**src/design/shell_argument_tokenizer_defines.svh**
```systemverilog
// assertion macros used by the tokenizer command queue
// no dependencies; included by sat_queue, the only file that carries concurrent checks
`ifndef SHELL_ARGUMENT_TOKENIZER_DEFINES_SVH
`define SHELL_ARGUMENT_TOKENIZER_DEFINES_SVH

// same-cycle implication, checked outside reset
`define SAT_ASSERT_IMPLY(label, clk, rst, cond, expr, msg) \
   label: assert property (@(posedge clk) disable iff (rst) (cond) |-> (expr)) \
      else $error(msg);

// next-cycle implication, checked outside reset
`define SAT_ASSERT_NEXT(label, clk, rst, cond, expr, msg) \
   label: assert property (@(posedge clk) disable iff (rst) (cond) |=> (expr)) \
      else $error(msg);

`endif

```
**src/design/sat_pkg.sv**
```systemverilog
// types and constants of the shell argument tokenizer
// no dependencies; imported by every tokenizer module
`default_nettype none

package sat_pkg;

   // character codes
   localparam logic [7:0] CH_DQUOTE    = 8'h22;
   localparam logic [7:0] CH_SQUOTE    = 8'h27;
   localparam logic [7:0] CH_BACKSLASH = 8'h5C;
   localparam logic [7:0] CH_SPACE     = 8'h20;
   localparam logic [7:0] CH_NEWLINE   = 8'h0A;
   localparam logic [7:0] CH_TAB       = 8'h09;

   // result kinds
   localparam logic [1:0] KIND_BYTE    = 2'd0;
   localparam logic [1:0] KIND_ARG_END = 2'd1;
   localparam logic [1:0] KIND_DONE    = 2'd2;
   localparam logic [1:0] KIND_ERROR   = 2'd3;

   // queue between classifier and emitter
   localparam int QUEUE_DEPTH = 2;
   localparam int QPTR_WIDTH  = (QUEUE_DEPTH > 1) ? $clog2(QUEUE_DEPTH) : 1;
   localparam int QCNT_WIDTH  = $clog2(QUEUE_DEPTH + 1);

   typedef enum logic [2:0] {
      MODE_SPACES  = 3'd0,
      MODE_ARG     = 3'd1,
      MODE_SQUOTE  = 3'd2,
      MODE_DQUOTE  = 3'd3,
      MODE_ESC_OUT = 3'd4,
      MODE_ESC_DQ  = 3'd5
   } mode_type;

   typedef struct packed {
      logic [7:0] in_byte;
      logic       end_of_line;
   } req_word_type;

   typedef struct packed {
      logic [7:0] out_byte;
      logic [1:0] kind;
      logic       last;
   } rsp_word_type;

   // one classified input: one or two result words
   typedef struct packed {
      logic         two;
      rsp_word_type first;
      rsp_word_type second;
   } cmd_type;

   // queue status seen by the emitter
   typedef struct packed {
      logic    empty;
      cmd_type head;
   } qstat_type;

endpackage

`default_nettype wire

```
**src/design/shell_argument_tokenizer.sv**
```systemverilog
// Shell argument tokenizer: splits a command line into arguments, bash style.
// Input channel req_*: one word per character, or an end-of-line word that
// closes the line. Result channel rsp_*: argument bytes (kind 0), argument
// end marks (kind 1), then a done mark (kind 2) or an error mark (kind 3) if
// a quote or escape was left open; last flags the final result of each input.
// The classifier writes the command of each accepted word with results into a
// two-entry command queue; the emitter passes them through the output register.
// Throughput: one word per cycle while the queue is not full; a word with
// two results holds the output register for both of them, which the queue
// absorbs until it fills.
// Words that only change the parse mode produce no result.
// Reset (synchronous, active high) returns the parser to eating spaces and
// empties the queue and output register.
// When the receiver stalls, the current result holds; input is taken until
// the queue fills, then req_ready drops.
// Depends on sat_pkg, sat_front, sat_queue, sat_back.
`default_nettype none

module shell_argument_tokenizer
   import sat_pkg::*;
(
   input  wire logic         clock,
   input  wire logic         reset,
   input  wire logic         req_valid,
   output logic              req_ready,
   input  wire req_word_type req_word,
   output logic              rsp_valid,
   input  wire logic         rsp_ready,
   output rsp_word_type      rsp_word
);

   logic      q_full;
   logic      q_push;
   logic      q_pop;
   cmd_type   q_cmd;
   qstat_type q_stat;

   // classifier
   sat_front u_front (
      .clock     (clock),
      .reset     (reset),
      .req_valid (req_valid),
      .req_ready (req_ready),
      .req_word  (req_word),
      .q_full    (q_full),
      .q_push    (q_push),
      .q_cmd     (q_cmd)
   );

   // command queue
   sat_queue u_queue (
      .clock    (clock),
      .reset    (reset),
      .push     (q_push),
      .push_cmd (q_cmd),
      .pop      (q_pop),
      .full     (q_full),
      .stat     (q_stat)
   );

   // emitter
   sat_back u_back (
      .clock     (clock),
      .reset     (reset),
      .q_stat    (q_stat),
      .q_pop     (q_pop),
      .rsp_valid (rsp_valid),
      .rsp_ready (rsp_ready),
      .rsp_word  (rsp_word)
   );

endmodule

`default_nettype wire

```
**src/design/sat_front.sv**
```systemverilog
// classifier: parse mode state machine, turns each input word into a command
// depends on sat_pkg
`default_nettype none

module sat_front
   import sat_pkg::*;
(
   input  wire logic         clock,
   input  wire logic         reset,
   input  wire logic         req_valid,
   output logic              req_ready,
   input  wire req_word_type req_word,
   input  wire logic         q_full,
   output logic              q_push,
   output cmd_type           q_cmd
);

   mode_type   mode_ff, mode_in;
   logic       accept;
   logic [1:0] n_res;
   logic       is_ws;
   cmd_type    cmd;

   assign req_ready = !q_full;
   assign accept    = req_valid && req_ready;
   assign is_ws     = (req_word.in_byte == CH_SPACE) || (req_word.in_byte == CH_NEWLINE) ||
                      (req_word.in_byte == CH_TAB);

   // next mode
   always_comb begin
      mode_in = mode_ff;
      if (accept) begin
         if (req_word.end_of_line) begin
            mode_in = MODE_SPACES;
         end else begin
            case (mode_ff)
               MODE_SQUOTE: begin
                  if (req_word.in_byte == CH_SQUOTE) mode_in = MODE_ARG;
               end
               MODE_DQUOTE: begin
                  if (req_word.in_byte == CH_DQUOTE) mode_in = MODE_ARG;
                  else if (req_word.in_byte == CH_BACKSLASH) mode_in = MODE_ESC_DQ;
               end
               MODE_ESC_OUT: mode_in = MODE_ARG;
               MODE_ESC_DQ:  mode_in = MODE_DQUOTE;
               default: begin
                  if (req_word.in_byte == CH_DQUOTE) mode_in = MODE_DQUOTE;
                  else if (req_word.in_byte == CH_SQUOTE) mode_in = MODE_SQUOTE;
                  else if (req_word.in_byte == CH_BACKSLASH) mode_in = MODE_ESC_OUT;
                  else if (is_ws) mode_in = MODE_SPACES;
                  else mode_in = MODE_ARG;
               end
            endcase
         end
      end
   end

   // result words for this input
   always_comb begin
      n_res = 2'd0;
      cmd   = '0;
      if (req_word.end_of_line) begin
         case (mode_ff)
            MODE_ARG: begin
               n_res           = 2'd2;
               cmd.first.kind  = KIND_ARG_END;
               cmd.second.kind = KIND_DONE;
            end
            MODE_SQUOTE, MODE_DQUOTE, MODE_ESC_OUT, MODE_ESC_DQ: begin
               n_res          = 2'd1;
               cmd.first.kind = KIND_ERROR;
            end
            default: begin
               n_res          = 2'd1;
               cmd.first.kind = KIND_DONE;
            end
         endcase
      end else begin
         case (mode_ff)
            MODE_SQUOTE: begin
               if (req_word.in_byte != CH_SQUOTE) begin
                  n_res              = 2'd1;
                  cmd.first.out_byte = req_word.in_byte;
               end
            end
            MODE_DQUOTE: begin
               if ((req_word.in_byte != CH_DQUOTE) && (req_word.in_byte != CH_BACKSLASH)) begin
                  n_res              = 2'd1;
                  cmd.first.out_byte = req_word.in_byte;
               end
            end
            MODE_ESC_OUT: begin
               n_res              = 2'd1;
               cmd.first.out_byte = req_word.in_byte;
            end
            MODE_ESC_DQ: begin
               // the backslash is kept unless it escapes a double quote or backslash
               if ((req_word.in_byte != CH_DQUOTE) && (req_word.in_byte != CH_BACKSLASH)) begin
                  n_res               = 2'd2;
                  cmd.first.out_byte  = CH_BACKSLASH;
                  cmd.second.out_byte = req_word.in_byte;
               end else begin
                  n_res              = 2'd1;
                  cmd.first.out_byte = req_word.in_byte;
               end
            end
            default: begin
               if ((req_word.in_byte == CH_DQUOTE) || (req_word.in_byte == CH_SQUOTE) ||
                   (req_word.in_byte == CH_BACKSLASH)) begin
                  n_res = 2'd0;
               end else if (is_ws) begin
                  if (mode_ff == MODE_ARG) begin
                     n_res          = 2'd1;
                     cmd.first.kind = KIND_ARG_END;
                  end
               end else begin
                  n_res              = 2'd1;
                  cmd.first.out_byte = req_word.in_byte;
               end
            end
         endcase
      end
      cmd.two         = (n_res == 2'd2);
      cmd.first.last  = (n_res == 2'd1);
      cmd.second.last = 1'b1;
   end

   assign q_push = accept && (n_res != 2'd0);
   assign q_cmd  = cmd;

   // mode register
   always_ff @(posedge clock) begin
      if (reset) begin
         mode_ff <= MODE_SPACES;
      end else begin
         mode_ff <= mode_in;
      end
   end

endmodule

`default_nettype wire

```
**src/design/sat_queue.sv**
```systemverilog
// short command queue between classifier and emitter
// depends on sat_pkg and the assertion macro header
`default_nettype none

`include "shell_argument_tokenizer_defines.svh"

module sat_queue
   import sat_pkg::*;
(
   input  wire logic    clock,
   input  wire logic    reset,
   input  wire logic    push,
   input  wire cmd_type push_cmd,
   input  wire logic    pop,
   output logic         full,
   output qstat_type    stat
);

   cmd_type               slot_ff [QUEUE_DEPTH];
   logic [QPTR_WIDTH-1:0] wr_ptr_ff, wr_ptr_in;
   logic [QPTR_WIDTH-1:0] rd_ptr_ff, rd_ptr_in;
   logic [QCNT_WIDTH-1:0] count_ff, count_in;

   assign full       = (count_ff == QCNT_WIDTH'(QUEUE_DEPTH));
   assign stat.empty = (count_ff == '0);
   assign stat.head  = slot_ff[rd_ptr_ff];

   // pointer and count updates
   always_comb begin
      wr_ptr_in = wr_ptr_ff;
      rd_ptr_in = rd_ptr_ff;
      count_in  = count_ff;
      if (push) begin
         wr_ptr_in = (wr_ptr_ff == QPTR_WIDTH'(QUEUE_DEPTH - 1)) ? '0 : wr_ptr_ff + 1'b1;
      end
      if (pop) begin
         rd_ptr_in = (rd_ptr_ff == QPTR_WIDTH'(QUEUE_DEPTH - 1)) ? '0 : rd_ptr_ff + 1'b1;
      end
      if (push && !pop) count_in = count_ff + 1'b1;
      else if (pop && !push) count_in = count_ff - 1'b1;
   end

   always_ff @(posedge clock) begin
      if (reset) begin
         wr_ptr_ff <= '0;
         rd_ptr_ff <= '0;
         count_ff  <= '0;
      end else begin
         wr_ptr_ff <= wr_ptr_in;
         rd_ptr_ff <= rd_ptr_in;
         count_ff  <= count_in;
      end
   end

   // payload slots
   always_ff @(posedge clock) begin
      if (push) begin
         slot_ff[wr_ptr_ff] <= push_cmd;
      end
   end

   `SAT_ASSERT_IMPLY(a_no_overflow, clock, reset, push, !full, "push into full queue")
   `SAT_ASSERT_IMPLY(a_no_underflow, clock, reset, pop, !stat.empty, "pop from empty queue")
   `SAT_ASSERT_IMPLY(a_count_range, clock, reset, 1'b1, count_ff <= QCNT_WIDTH'(QUEUE_DEPTH),
                     "queue count out of range")
   `SAT_ASSERT_NEXT(a_count_grows, clock, reset, push && !pop, count_ff == $past(count_ff) + 1'b1,
                    "queue count did not grow on push")

endmodule

`default_nettype wire

```
**src/design/sat_back.sv**
```systemverilog
// emitter: pops commands and sends their one or two result words
// depends on sat_pkg
`default_nettype none

module sat_back
   import sat_pkg::*;
(
   input  wire logic      clock,
   input  wire logic      reset,
   input  wire qstat_type q_stat,
   output logic           q_pop,
   output logic           rsp_valid,
   input  wire logic      rsp_ready,
   output rsp_word_type   rsp_word
);

   logic         rsp_valid_ff, rsp_valid_in;
   rsp_word_type rsp_word_ff, rsp_word_in;
   logic         pend_ff, pend_in;
   rsp_word_type pend_word_ff, pend_word_in;
   logic         load;

   // output register free or being drained this cycle
   assign load  = !rsp_valid_ff || rsp_ready;
   assign q_pop = load && !pend_ff && !q_stat.empty;

   always_comb begin
      rsp_valid_in = rsp_valid_ff;
      rsp_word_in  = rsp_word_ff;
      pend_in      = pend_ff;
      pend_word_in = pend_word_ff;
      if (load) begin
         if (pend_ff) begin
            rsp_valid_in = 1'b1;
            rsp_word_in  = pend_word_ff;
            pend_in      = 1'b0;
         end else if (!q_stat.empty) begin
            rsp_valid_in = 1'b1;
            rsp_word_in  = q_stat.head.first;
            pend_in      = q_stat.head.two;
            pend_word_in = q_stat.head.second;
         end else begin
            rsp_valid_in = 1'b0;
         end
      end
   end

   always_ff @(posedge clock) begin
      if (reset) begin
         rsp_valid_ff <= 1'b0;
         pend_ff      <= 1'b0;
      end else begin
         rsp_valid_ff <= rsp_valid_in;
         pend_ff      <= pend_in;
      end
   end

   always_ff @(posedge clock) begin
      rsp_word_ff  <= rsp_word_in;
      pend_word_ff <= pend_word_in;
   end

   assign rsp_valid = rsp_valid_ff;
   assign rsp_word  = rsp_word_ff;

endmodule

`default_nettype wire

```
**config.mk**
```make
export PLATFORM = sky130hd
export DESIGN_NAME = shell_argument_tokenizer
export DESIGN_NICKNAME = d
export VERILOG_FILES = /design/src/design/sat_pkg.sv /design/src/design/shell_argument_tokenizer.sv /design/src/design/sat_front.sv /design/src/design/sat_queue.sv /design/src/design/sat_back.sv
export VERILOG_INCLUDE_DIRS = /design/src /design/src/design
export SDC_FILE = /design/constraint.sdc
export NUM_CORES = 1
export LEC_CHECK = 0
export ABC_AREA = 1
export BUFFER_PORTS_ARGS = -buffer_cell sky130_fd_sc_hd__buf_2
export CORE_MARGIN = 4
export CORE_UTILIZATION = 53
export CTS_CLUSTER_DIAMETER = 200
export DETAILED_ROUTE_END_ITERATION = 16
export PLACE_DENSITY = 0.75
export SYNTH_ARGS = -nofsm -noshare
export SYNTH_HDL_FRONTEND = slang
export SYNTH_SLANG_ARGS = --single-unit
```
**constraint.sdc**
```tcl
create_clock -name clock -period 2.6 [get_ports clock]
set_clock_uncertainty 0.1 [all_clocks]
set_input_delay 0 -clock clock [delete_from_list [all_inputs] [get_ports clock]]
set_output_delay 0 -clock clock [all_outputs]
set_load 0.1 [all_outputs]
```
# Word-level counts from Yosys, hierarchy flattened
# Memories as Yosys holds them, arrays and structs flattened. A register that Yosys moved wholly into a read port is not among the register bits.
# Cells that the tools add are included.
# op_classes
add_sub_neg	4
mul	0
div	0
order_cmp	0
eq_ne	20
n_shift	0
mux	47
bitwise_logic	2
n_reduce_logical	25
# op_table
op	n
$mux W8	7
$pmux W8 S4	1
$eq A8 B6 Y1 const B	3
$mux W11	2
$mux W2	11
$mux W3	7
$eq A8 B4 Y1 const B	2
$ne A8 B6 Y1 const B	2
$mux W1	15
$pmux W3 S4	1
$mux W10	1
$eq A8 B7 Y1 const B	1
$ne A8 B7 Y1 const B	1
$pmux W2 S4	1
$logic_and A1 B1 Y1	7
$eq A3 B2 Y1 const B	2
$eq A3 B3 Y1 const B	2
$logic_not A1 Y1	6
$reduce_and A3 Y1	2
$logic_or A1 B1 Y1	5
$eq A2 B2 Y1 const B	2
$ne A4 B2 Y1 const B	1
$pmux W2 S2	1
$reduce_bool A2 Y1	2
other kinds (11)	13
# word_totals
ff_bits	31
latch_bits	0
ram_bits	44
mem_bits_ro	0
input_bits	13
output_inout_bits	13
wordCells	111
n_memories	1
# memory_table
name	depth	width	rd	rd_clocked_by_memory_dff	wr	line	source
u_queue.slot_ff	2	22	1	1	1	sat_queue.sv:19	cmd_type slot_ff [QUEUE_DEPTH];

# Depth between registers and ports, before layout
# logic_depth
depth_word	13
mapped_depth	17
mapped_depth_nobuf	17

# Modules after synthesis
# A second synthesis with hierarchy kept.
# unflattened
hier_cells	318
area_unflattened_um2	3550.9
# by_module_without_submodules
mod	n_inst	cells_per_inst	area_per_inst_um2	seq_area_each_um2
sat_queue	1	104	1889.3	1481.4
sat_back	1	75	927.1	700.7
sat_front	1	139	734.5	60.1

# Worst setup path before layout
# OpenSTA, ideal clock, no wires.
# synth_timing
path_type	register to register
from	reg u_queue.count_ff[0]
to	mem u_queue.slot_ff[0][10] (netlist bit), enable pin
setup_ps	399
arrival_ps	2307
required_time_ps	2101
path_slack_ps	-206
path_stages_with_launch	7
path_buffers	0
period_less_slack_ps	2806
path_cell_list	dfxtp_1 inv_1 nand2_1 nand2_1 inv_1 nand2_1 nor2_1
# synth_between
elab_chain_cells	6
# synth_lines
item	line	source
start, declared	sat_queue.sv:22	logic [QCNT_WIDTH-1:0] count_ff, count_in;
start signal, assigned	sat_queue.sv:51	count_ff <= count_in;
$eq A2 B2 Y1	sat_queue.sv:24	assign full = (count_ff == QCNT_WIDTH'(QUEUE_DEPTH));
$logic_not A1 Y1	sat_front.sv:24	assign req_ready = !q_full;
net req_ready	shell_argument_tokenizer.sv:25	output logic req_ready,
$logic_and A1 B1 Y1	sat_front.sv:25	assign accept = req_valid && req_ready;
$logic_and A1 B1 Y1	sat_front.sv:128	assign q_push = accept && (n_res != 2'd0);
$mux W1	sat_queue.sv:57	if (push) begin
$mux W1 (implied by the code)	sat_queue.sv:58	slot_ff[wr_ptr_ff] <= push_cmd;
end, declared	sat_queue.sv:19	
# The timed path passes the listed nets, and every way through them passes these cells.

# Final worst setup path
# layout_timing
from	in req_word[7] (netlist bit)
to	reg u_queue.count_ff[1]
# layout_between
elab_chain_cells	12
word_cells_on_any_way	28
classes_between	eq/ne (9); mux (8); reduce/logical (11)
# layout_lines
item	line	source
start, declared	shell_argument_tokenizer.sv:26	input wire req_word_type req_word,
$eq A8 B6 Y1 / $eq A8 B4 Y1 (equally long branches)	sat_front.sv:26	assign is_ws = (req_word.in_byte == CH_SPACE) || (req_word.in_byte == CH_NEWLINE) ||
$logic_or A1 B1 Y1 (2 in a row)	sat_front.sv:26	
$mux W2	sat_front.sv:111	end else if (is_ws) begin
$mux W2	sat_front.sv:108	if ((req_word.in_byte == CH_DQUOTE) || (req_word.in_byte == CH_SQUOTE) ||
$pmux W2 S4 (*)	sat_front.sv:79	case (mode_ff)
$mux W2 (*)	sat_front.sv:62	if (req_word.end_of_line) begin
$reduce_bool A2 Y1 (*)	sat_front.sv:128	
$logic_and A1 B1 Y1 (*)	sat_front.sv:128	
net q_push	shell_argument_tokenizer.sv:33	logic q_push;
$logic_not A1 Y1	sat_queue.sv:40	else if (pop && !push) count_in = count_ff - 1'b1;
$logic_and A1 B1 Y1	sat_queue.sv:40	
$reduce_bool A2 Y1 (no line)	n/a	
# The timed path passes the listed nets; every way through them passes the cells marked *.
# A chain may end at the register's enable or synchronous reset.

==> flow_metrics.tcl <==
set metrics [dict create \
    cts_buffer_depth 2 \
    cts.sinks 72 \
    synth.ff_latch_count 72 \
    peakVddDrop_mv 0.872 \
    finalCritPeriodShare_pct 86.6 \
    synthesis.nets 332 \
    cts.clk_slew.worst_paths_ns 0.07 \
    run_status "finished clean" \
    first_global_vias 2288 \
    die_x_um 85.5 \
    post-place-cells 413 \
    cp.arrival_ns 2.38 \
    initial_utilization_pct 56.1 \
    first_pass_iters 4 \
    finalHoldViolCount 0 \
    synthDistinctLibCells 26 \
    hp-class "in -> reg" \
    wl_per_cell_um 13.9 \
    wl_um 6110 \
    cellPowerDensity_nw_per_um2 1170 \
    path_cells "dlygate4sd3_1 > buf_2 > inv_1 > nand2_2 > nor2_4 > nand2_2 > nand3_1 > nand2_1 > inv_2 > nand2_1 > nand2_2 > nand3_2 > nand2_1 > inv_1 > ha_1 > a21oi_1 > o21ai_0 > o21ai_0 > a21oi_1" \
    yosysWarnings 0 \
    crit_family "buffers and inverters" \
    cts_buffers 9 \
    yosysTopAreaCell "edfxtp_1" \
    io_buffer_count 25 \
    rrSetupSlack_ns 0.41 \
    n_fill_cell 445 \
    top_usage_layer "met2" \
    coreArea_um2 5680 \
    fin_nets 376 \
    worstSetupEndpointType "flop" \
    grtUsageMet3_pct 3.79 \
    cts_tree "yes" \
    num_vias 2287 \
    slowest_delay_ns 0.53 \
    critical_path.max_fanout 5 \
    place_congestion 0.897 \
    die_h_um 85.5 \
    postSynthAreaPerCell_um2 10.0 \
    synth_seq_area_share_pct 64.8 \
    fin_cells 439 \
    track_usage_pct 18.3 \
    hpwlAfterDp_um 4250 \
    start_kind "input pin" \
    grt_pass1_wl_um 10300 \
    power.total_mw 4.33 \
    tightestPinTransition_ns 0.676 \
    drt_iter0_drc 124 \
    area_growth_pct 16.4 \
    antenna_left 0 \
    antenna_found_initial 0 \
    rsz0062_at_grt "no" \
    antennaDiodeCount 0 \
    grt_util_met2_pct 31.3 \
    setup_tns_ns 0 \
    slew_viol_final 0 \
    cts.repair.resized 0 \
    synth_top_area_share_pct 58.5 \
    ios 26 \
    met1_usage_pct 22.2 \
    crit_buf_inv 5 \
    synth.top_cells.by_area "edfxtp_1, nand2_1, dfxtp_1" \
    cap_violations 0 \
    cp_slowest_cell "dlygate4sd3_1" \
    syn_area_um2 3180 \
    rows 27 \
    netlist_instances 318 \
    drive_gt1_share_pct 22.9 \
    p_leak_nw 1.56 \
    period_minus_slack_ns 2.25 \
    vias_per_cell 5.21 \
    crit_type "in -> reg" \
    cp.required_ns 2.73 \
    root_buffer "clkbuf_8" \
    grt_start_max_net_pins 23 \
    die_area_um2 7310 \
    drc 0 \
    htreeDepth 3 \
    maxSlewHeadroom_pct 54.9 \
    fmax_mhz 444 \
    setup_viol 0 \
    grt_overflow 0 \
    clkLatencyLatePin_ns 0.34 \
]
==> worst paths after layout <==
| check | startpoint | endpoint | cells after the start |
|---|---|---|---|
| setup / recovery | req_word[7] | u_queue.count_ff[1]$_SDFFE_PP0P_ | 19 |
| hold / removal | req_valid | u_queue.wr_ptr_ff$_SDFFE_PP0P_ | 5 |
| setup reg to reg | u_front.mode_ff[0]$_SDFFE_PP0P_ | u_queue.count_ff[1]$_SDFFE_PP0P_ | 14 |
| hold reg to reg | u_queue.rd_ptr_ff$_SDFFE_PP0P_ | flop | 2 |
==> sequential cells by signal, indices dropped and copies added, names as in the netlist, named ones only <==
register             flops
u_back.rsp_word         11
u_queue.rd_ptr_ff        1
u_back.rsp_valid         1
u_queue.wr_ptr_ff        1
u_queue.count_ff         2
u_front.mode_ff          3
u_back.pend_ff           1
u_queue.slot_ff         42
u_back.pend_word_ff      9
==> logic make-up (layout without fill, tap and decap cells) <==
logic type	after synthesis	count (layout)	share of synthesized area [%]
AO/OA/AOI/OAI	48	48	8.02
XOR/XNOR	1	1	0.275
adder cells (fa/ha/maj)	1	1	0.393
buffers and inverters	44	93	5.23
flip-flops	72	72	64.8
AND/OR/NAND/NOR	152	152	21.3
==> what timing repair did <==
item	4_1_cts	5_1_grt
hold buffers	10	0
endpoints found under the hold margin	30	0
buffers inserted	0	0
==> Yosys cell counts <==
master / number
nand2_2: 12
a21oi_1: 33
edfxtp_1: 62
nor2_2: 5
o311ai_0: 1
nor3b_2: 1
a211oi_1: 2
dfxtp_1: 10
inv_1: 24
nand3_2: 3
nor2_4: 2
buf_2: 1
nor2_1: 40
nor3_1: 3
nand3_1: 6
o21ai_0: 10
o21ai_2: 1
inv_2: 13
nand4_1: 1
nor4_1: 3
xor2_1: 1
nand2_1: 76
o211ai_1: 1
buf_1: 1
clkbuf_1: 5
ha_1: 1
==> cell usage in the layout (no fill, tap or decap) <==
cell type / n
nand2_1: 76
edfxtp_1: 62
nor2_1: 39
a21oi_1: 33
buf_2: 25
inv_1: 24
inv_2: 13
nand2_2: 12
o21ai_0: 10
dfxtp_1: 10
dlygate4sd3_1: 10
clkbuf_8: 9
nor2_2: 6
nand3_1: 6
buf_4: 5
nand3_2: 3
nor4_1: 3
clkinv_2: 3
nor2_4: 2
nor3_1: 2
a211oi_1: 2
nor3b_2: 1
o21ai_2: 1
nand4_1: 1
nor3_2: 1
o311ai_0: 1
xor2_1: 1
o211ai_1: 1
ha_1: 1
clkinv_4: 1
clkbuf_1: 1
clkinvlp_4: 1
bufinv_16: 1
==> routing by layer <==
metal  vias to the layer above  wire length, µm
li1                       1149                -
met1                      1060             2640
met4                         0              113
met3                        14              298
met2                        64             3060
met5                         -                0
==> report_power, final <==
part / internal (mW) / switching [mW] / total, mW
sequential: 1.68 / 0.105 / 1.79
clock: 0.440 / 0.399 / 0.839
combinational: 0.336 / 1.36 / 1.70
total: 2.46 / 1.87 / 4.33
==> per-stage QoR <==
stage | worst slack, ns | utilization [%] | hold WS, ns | cell area, µm²
after floorplan | 0.132 | - | -0.0309 | 3190
after global placement | 0.484 | 60.2 | 0.168 | 3410
after detailed placement | 0.427 | 60.2 | 0.177 | 3410
after CTS | 0.366 | 65.3 | 0.00518 | 3700
after global routing | 0.0987 | 65.3 | 0.0342 | 3700
final | 0.348 | 65.3 | 0.0106 | 3700
==> area by class of cell <==
type | count | area, µm² | area share, %
clock buffer | 10 | 128 | 3.45
sequential | 72 | 2060 | 55.7
multi-input combinational | 202 | 961 | 25.9
inverter | 37 | 139 | 3.75
clock inverter | 6 | 61.3 | 1.66
timing repair buffer | 40 | 263 | 7.09
tap | 72 | 90.1 | 2.43
==> worst min-delay path: cells and delay by family <==
family	cells	cell delay, ns
AND/OR/NAND/NOR	2	0.13
AO/OA/AOI/OAI	1	0.09
buffers and inverters	2	0.19
(Power assumes the default switching activity.)
